`config.mk`:
```
export PLATFORM = sky130hd
export DESIGN_NAME = rdp_ctrl
export DESIGN_NICKNAME = d
export VERILOG_FILES = /design/src/rtl/core/rdp_pkg.sv /design/src/rtl/core/rdp_ctrl.sv
export SDC_FILE = /design/constraint.sdc
export NUM_CORES = 1
export LEC_CHECK = 0
export ABC_AREA = 1
export BUFFER_PORTS_ARGS = -buffer_cell sky130_fd_sc_hd__buf_2
export CORE_AREA = 2 2 39 41
export CTS_CLUSTER_SIZE = 24
export DETAILED_ROUTE_END_ITERATION = 6
export DIE_AREA = 0 0 41 43
export PLACE_DENSITY = 0.55
export SYNTH_ARGS = -nofsm -noshare
export SYNTH_HDL_FRONTEND = slang
export SYNTH_SLANG_ARGS = --single-unit
```
`constraint.sdc`:
```
create_clock -name clk -period 3.1 [get_ports clk]
set_input_delay 0.155 -clock clk [delete_from_list [all_inputs] [get_ports clk]]
set_output_delay 0.155 -clock clk [all_outputs]
set_load 0.005 [all_outputs]
```
`src/rtl/core/rdp_pkg.sv`:
```
package rdp_pkg;

  localparam int DEF_NUM_REGS   = 512;
  localparam int DEF_AGE_BINS   = 128;
  localparam int DEF_USE_BINS   = 128;
  localparam int DEF_OPER_BINS  = 16;
  localparam int DEF_COUNT_BITS = 48;

  localparam int KIND_W      = 3;
  localparam int REG_ID_W    = 9;
  localparam int INS_COUNT_W = 48;
  localparam int OP_COUNT_W  = 4;
  localparam int TABLE_SEL_W = 2;
  localparam int BIN_IDX_W   = 7;
  localparam int BIN_VALUE_W = 48;

  localparam logic [KIND_W-1:0] KIND_REG_RD  = 3'd0;
  localparam logic [KIND_W-1:0] KIND_REG_WR  = 3'd1;
  localparam logic [KIND_W-1:0] KIND_INS_END = 3'd2;
  localparam logic [KIND_W-1:0] KIND_BIN_RD  = 3'd3;
  localparam logic [KIND_W-1:0] KIND_CLEAR   = 3'd4;

  localparam logic [TABLE_SEL_W-1:0] TBL_AGE  = 2'd0;
  localparam logic [TABLE_SEL_W-1:0] TBL_USE  = 2'd1;
  localparam logic [TABLE_SEL_W-1:0] TBL_OPER = 2'd2;

  typedef struct packed {
    logic [KIND_W-1:0]      kind;
    logic [REG_ID_W-1:0]    reg_id;
    logic [INS_COUNT_W-1:0] ins_count;
    logic [OP_COUNT_W-1:0]  op_count;
    logic [TABLE_SEL_W-1:0] table_select;
    logic [BIN_IDX_W-1:0]   bin_index;
  } in_item_t;

  typedef struct packed {
    logic [BIN_VALUE_W-1:0] bin_value;
    logic [BIN_IDX_W-1:0]   bin_echo;
  } out_item_t;

  typedef enum logic [2:0] {
    ST_INIT,
    ST_IDLE,
    ST_LOOK,
    ST_UPD,
    ST_CLEAR
  } state_t;

  typedef struct packed {
    logic accept;
    logic look;
    logic upd;
    logic out_load;
    logic sweep;
    logic sweep_regs;
  } dp_cmd_t;

  typedef struct packed {
    logic sweep_done;
    logic out_blocked;
    logic item_bin_rd;
  } dp_sts_t;

endpackage

```
`src/rtl/core/rdp_ctrl.sv`:
```
module rdp_ctrl
  import rdp_pkg::*;
(
  input  logic              clk,
  input  logic              rst_n,
  input  logic              in_valid,
  input  logic [KIND_W-1:0] in_kind,
  output logic              in_stall,
  input  dp_sts_t           sts,
  output dp_cmd_t           cmd
);

  state_t state_r, state_nxt;
  logic   take_ok;
  logic   accept;

  function automatic state_t after_accept(input logic [KIND_W-1:0] kind);
    state_t st;
    case (kind)
      KIND_REG_RD, KIND_REG_WR, KIND_INS_END, KIND_BIN_RD: st = ST_LOOK;
      KIND_CLEAR: st = ST_CLEAR;
      default: st = ST_IDLE;
    endcase
    return st;
  endfunction

  // A readout waits in ST_UPD until the output register can take it.
  assign take_ok = (state_r == ST_IDLE) ||
                   ((state_r == ST_UPD) && !(sts.item_bin_rd && sts.out_blocked));
  assign accept  = in_valid && take_ok;

  always_comb begin
    state_nxt = state_r;
    case (state_r)
      ST_INIT: begin
        if (sts.sweep_done) state_nxt = ST_IDLE;
      end
      ST_IDLE: begin
        if (accept) state_nxt = after_accept(in_kind);
      end
      ST_LOOK: begin
        state_nxt = ST_UPD;
      end
      ST_UPD: begin
        if (accept) begin
          state_nxt = after_accept(in_kind);
        end else if (take_ok) begin
          state_nxt = ST_IDLE;
        end
      end
      ST_CLEAR: begin
        if (sts.sweep_done) state_nxt = ST_IDLE;
      end
      default: state_nxt = ST_INIT;
    endcase
  end

  always_comb begin
    cmd        = '0;
    in_stall   = !take_ok;
    cmd.accept = accept;
    case (state_r)
      ST_INIT: begin
        cmd.sweep      = 1'b1;
        cmd.sweep_regs = 1'b1;
      end
      ST_LOOK: begin
        cmd.look = 1'b1;
      end
      ST_UPD: begin
        cmd.upd      = take_ok;
        cmd.out_load = take_ok && sts.item_bin_rd;
      end
      ST_CLEAR: begin
        cmd.sweep = 1'b1;
      end
      default: begin
        cmd.sweep = 1'b0;
      end
    endcase
  end

  always_ff @(posedge clk) begin
    if (!rst_n) begin
      state_r <= ST_INIT;
    end else begin
      state_r <= state_nxt;
    end
  end

endmodule

```
### Yosys cells after proc, flatten, opt, wreduce, memory -nomap -nowiden

Cells that the tools add are included.
Widths: inputs -> output; s select.

| cells by class | value |
|---|---|
| equal/unequal tests | 11 |
| reduce and logical (&&, ||, !) cells | 12 |
| multiplexer cells | 10 |

Operator list:

| cell | count |
|---|---|
| $eq 3x2->1 const B | 4 |
| $mux 3 | 4 |
| $pmux 3 s4 | 1 |
| $eq 3x1->1 const B | 2 |
| $eq 3x3->1 const B | 2 |
| $logic_not 3->1 | 2 |
| $pmux 3 s2 | 1 |
| $logic_and 1x1->1 | 4 |
| $reduce_or 4->1 | 1 |
| $mux 1 | 3 |
| $ne 3x3->1 const B | 1 |
| $reduce_and 3->1 | 1 |
| $logic_not 1->1 | 2 |
| $mux 2 | 1 |
| $ne 2x1->1 const B | 1 |
| $ne 2x2->1 const B | 1 |
| $reduce_or 2->1 | 1 |
| $logic_or 1x1->1 | 1 |

| word-level totals | value |
|---|---|
| output and inout bits | 7 |
| logic and storage cells | 34 |
| register bits after elaboration | 3 |
| bits of input ports | 9 |

### Longest topological paths before layout

| depth | value |
|---|---|
| depth after elaboration | 7 |
| mapped depth | 9 |
| mapped depth without buffers | 9 |

### Worst setup path after synthesis

No wires, ideal clock.

| path | value |
|---|---|
| path type | reg-to-reg |
| from | register state_r[1] |
| to | register state_r[0] |
| path slack | 2.025 ns |
| period minus slack after synthesis | 1.075 ns |
| stages on the path, launching flop included | 9 |
| setup time | 0.066 ns |
| data required time | 3.034 ns |
| path buffers | 0 |
| arrival time | 1.009 ns |
| cell sequence | dfxtp_1 -> inv_2 -> o21ai_2 -> nor2_4 -> nand2_2 -> nand2_1 -> nand2_1 -> nand2_1 -> a21oi_2 |

| on the way | value |
|---|---|
| cells in the longest elaborated chain, start to end | 6 |

Ends and longest elaborated chain:

| item | RTL line | RTL |
|---|---|---|
| start: declaration | rdp_ctrl.sv:13 | `state_t state_r, state_nxt;` |
| start signal: assignment | rdp_ctrl.sv:87 | `state_r <= state_nxt;` |
| $eq 3x2->1 | rdp_ctrl.sv:29 | `((state_r == ST_UPD) && !(sts.item_bin_rd && sts.out_blocked));` |
| $logic_and 1x1->1 | rdp_ctrl.sv:29 |  |
| $logic_or 1x1->1 (*) | rdp_ctrl.sv:28 | `assign take_ok = (state_r == ST_IDLE) \|\|` |
| $logic_and 1x1->1 (*) | rdp_ctrl.sv:30 | `assign accept = in_valid && take_ok;` |
| named net accept | rdp_ctrl.sv:15 | `logic accept;` |
| $mux 3, or another cell as far along | rdp_ctrl.sv:45 | `if (accept) begin` |
| $pmux 3 s4 / $reduce_and 3->1 (equally long branches) | n/a |  |

Mark *: on every way through the listed nets, which the timed path passes. The rest lies on a longest branch.
A chain may end at the register's enable or synchronous reset.

==> reports/metrics.yaml <==
clock_skew_ns: 0.004981
routed_wirelength_um: 703
cts_buffer_depth: 2
die-area_um2: 1763
synth.avg_cell_area_um2: 6.131
fill_cells: 161
final_area_um2: 420.4
die_h_um: 43
ir_worst_vdd_uv: 168.5
clk_latency_ns: 0.24
cp-start-kind: "register"
fin_ws_ns: 1.741
maxCapViolations: 0
status: "finished, final reports clean"
multi_input_area_um2: 205.2
timing_worst_slew_pin_value_ns: 0.3248
p_switching_mw: 0.06344
seq_area_um2: 60.06
ios: 16
drcViolationCount: 0
cp_max_fo: 6
final_antenna_net_count: 0
synth_cell_types: 18
first_global_vias: 315
rsz0062_at_grt: "no"
nets: 78
final-max-slew-violation-count: 0
place_ws_ns: 1.912
netlist_instances: 50
top_register: "state_r"
clockPowerShare_pct: 40.4
synth-seq-cells: 3
pwr-share-comb_pct: 33.4
fin_crit_sh_pct: 43.83
cts_sinks: 3
max_freq_mhz: 736.0
yosysSeqAreaShare_pct: 19.59
grt_max_degree: 7
slowest_delay_ns: 0.43
cts_hold_buf: 0
reg.largest.list: "state_r: 3 flops"
coreArea_um2: 1384
rows: 14
post_cts_resized: 0
final_layout_size_suffix_gt1_share_pct: 45.59
worstSetupPathType: "register to primary output"
cp-end-kind: "primary output"
drtIter0Drc: 5
via_count: 341
overflow: 0
antenna_found_initial: 0
hold_viol_final: 0
seq_power_share_pct: 26.2
largest_reg_flops: 3
arrival_ns: 1.20
vias_per_cell: 4.060
port_buffers: 15
cts_tree: "built"
synthesis.area_um2: 306.5
leakage_nw: 0.2123
cts_buffers: 3
p_sw_share_pct: 35.24
cellPowerDensity_nw_per_um2: 428.2
diodes: 0
worstPathRequired_ns: 2.94
final_util_pct: 30.38
firstDrtPassIters: 2
post-dp-hpwl_um: 578.3
syn_to_final_growth_pct: 37.14
syn-num-nets: 59
holdWs_ns: 0.1743
post-cts-setup-buffers: 0
wl_per_cell_um: 8.369
synth-warning-count: 0
grt_pass1_wl_um: 1152
finalSetupViolCount: 0
finalSetupTns_ns: 0
slew_headroom_pct: 78.12
cp_slowest_cell: "dfxtp_1"
crit_chain: "nand2_2 > nor2_4 > and3_1 > buf_2"
period_needed_ns: 1.359
ctsHtreeMaxLevel: 1
path_clk_slew_ns: 0.04
track_usage_pct: 10.02
dpl_cell_area_um2: 394.1
routabilityCongestion: 0.7988
dieWidth_um: 41
cts-root-buf: "clkbuf_4"
hold_path.class: "input pin to register"
internal_power_mw: 0.1166
initial_core_util_pct: 22.15
-- per-stage QoR --
step                      power, mW  cells
after floorplan             0.09039     50
after global placement       0.1079     80
after detailed placement     0.1088     80
after CTS                    0.1853     84
after global routing         0.1969     84
final                        0.1800     84
-- layout make-up --
class,instances,area share [%]
inverters,9,8.036
clock buffers,4,6.250
flip-flops and latches,3,14.29
multi-input cells,37,48.81
repair buffers,15,17.86
well taps,16,4.762
-- synth_stat cells, drive strengths merged --
cell type | number | area [µm²]
o21ai | 2 | 13.76
inv | 9 | 33.78
and2 | 1 | 6.260
dfxtp | 3 | 60.06
nand2 | 13 | 56.31
nor3 | 4 | 20.02
buf | 1 | 7.510
nand3 | 2 | 15.01
and3 | 1 | 6.260
nor2 | 9 | 58.81
a21oi | 5 | 28.78
-- final timing paths --
kind,slack (ns),end,cells past startpoint,start
min reg2reg,0.56,state_r[2],2,state_r[2]
max,1.74,cmd[2],4,state_r[0]
min,0.17,state_r[0],3,rst_n
max reg2reg,1.91,state_r[1],8,state_r[2]
-- critical path, delay by kind of cell (launching register included) --
kind | cells | cell delay (ns)
AND/OR/NAND/NOR | 3 | 0.43
flip-flops | 1 | 0.43
buffers and inverters | 1 | 0.10
-- placed cells by master, fill, tap and decap left out --
cell type	instances
nand3_1	1
dfxtp_1	3
o21ai_2	1
a21oi_1	4
nand3_2	1
nor3_1	4
clkbuf_1	1
nand2_1	10
nor2_1	5
buf_2	15
nand2_2	3
a21oi_2	1
and3_1	1
nor2_4	3
inv_2	3
and2_1	1
inv_1	6
clkbuf_4	3
o21ai_0	1
nor2_2	1
-- routing by layer --
layer | vias to the layer above | wire length (µm) | track usage (%)
li1 | 192 | - | -
met1 | 137 | 318 | 12.14
met2 | 9 | 329 | 13.75
met3 | 3 | 35 | 3.141
met4 | 0 | 20 | 8.000
met5 | - | 0 | 0
-- kinds of logic after synthesis --
| kind of cell | after synthesis | synth area share (%) |
|---|---|---|
| compound gates | 7 | 13.88 |
| buf+inv | 10 | 13.47 |
| flops | 3 | 19.59 |
| simple gates | 30 | 53.07 |
-- power by group through the flow --
stage	clock network, mW	registers (mW)	logic, mW
final	0.0728	0.0472	0.0601
after floorplan	0	0.0469	0.0435
after global routing	0.0809	0.0476	0.0684
after detailed placement	0	0.0478	0.0610
after CTS	0.0770	0.0471	0.0611
after global placement	0	0.0477	0.0602
No activity file was read; power rests on OpenSTA's default activity.
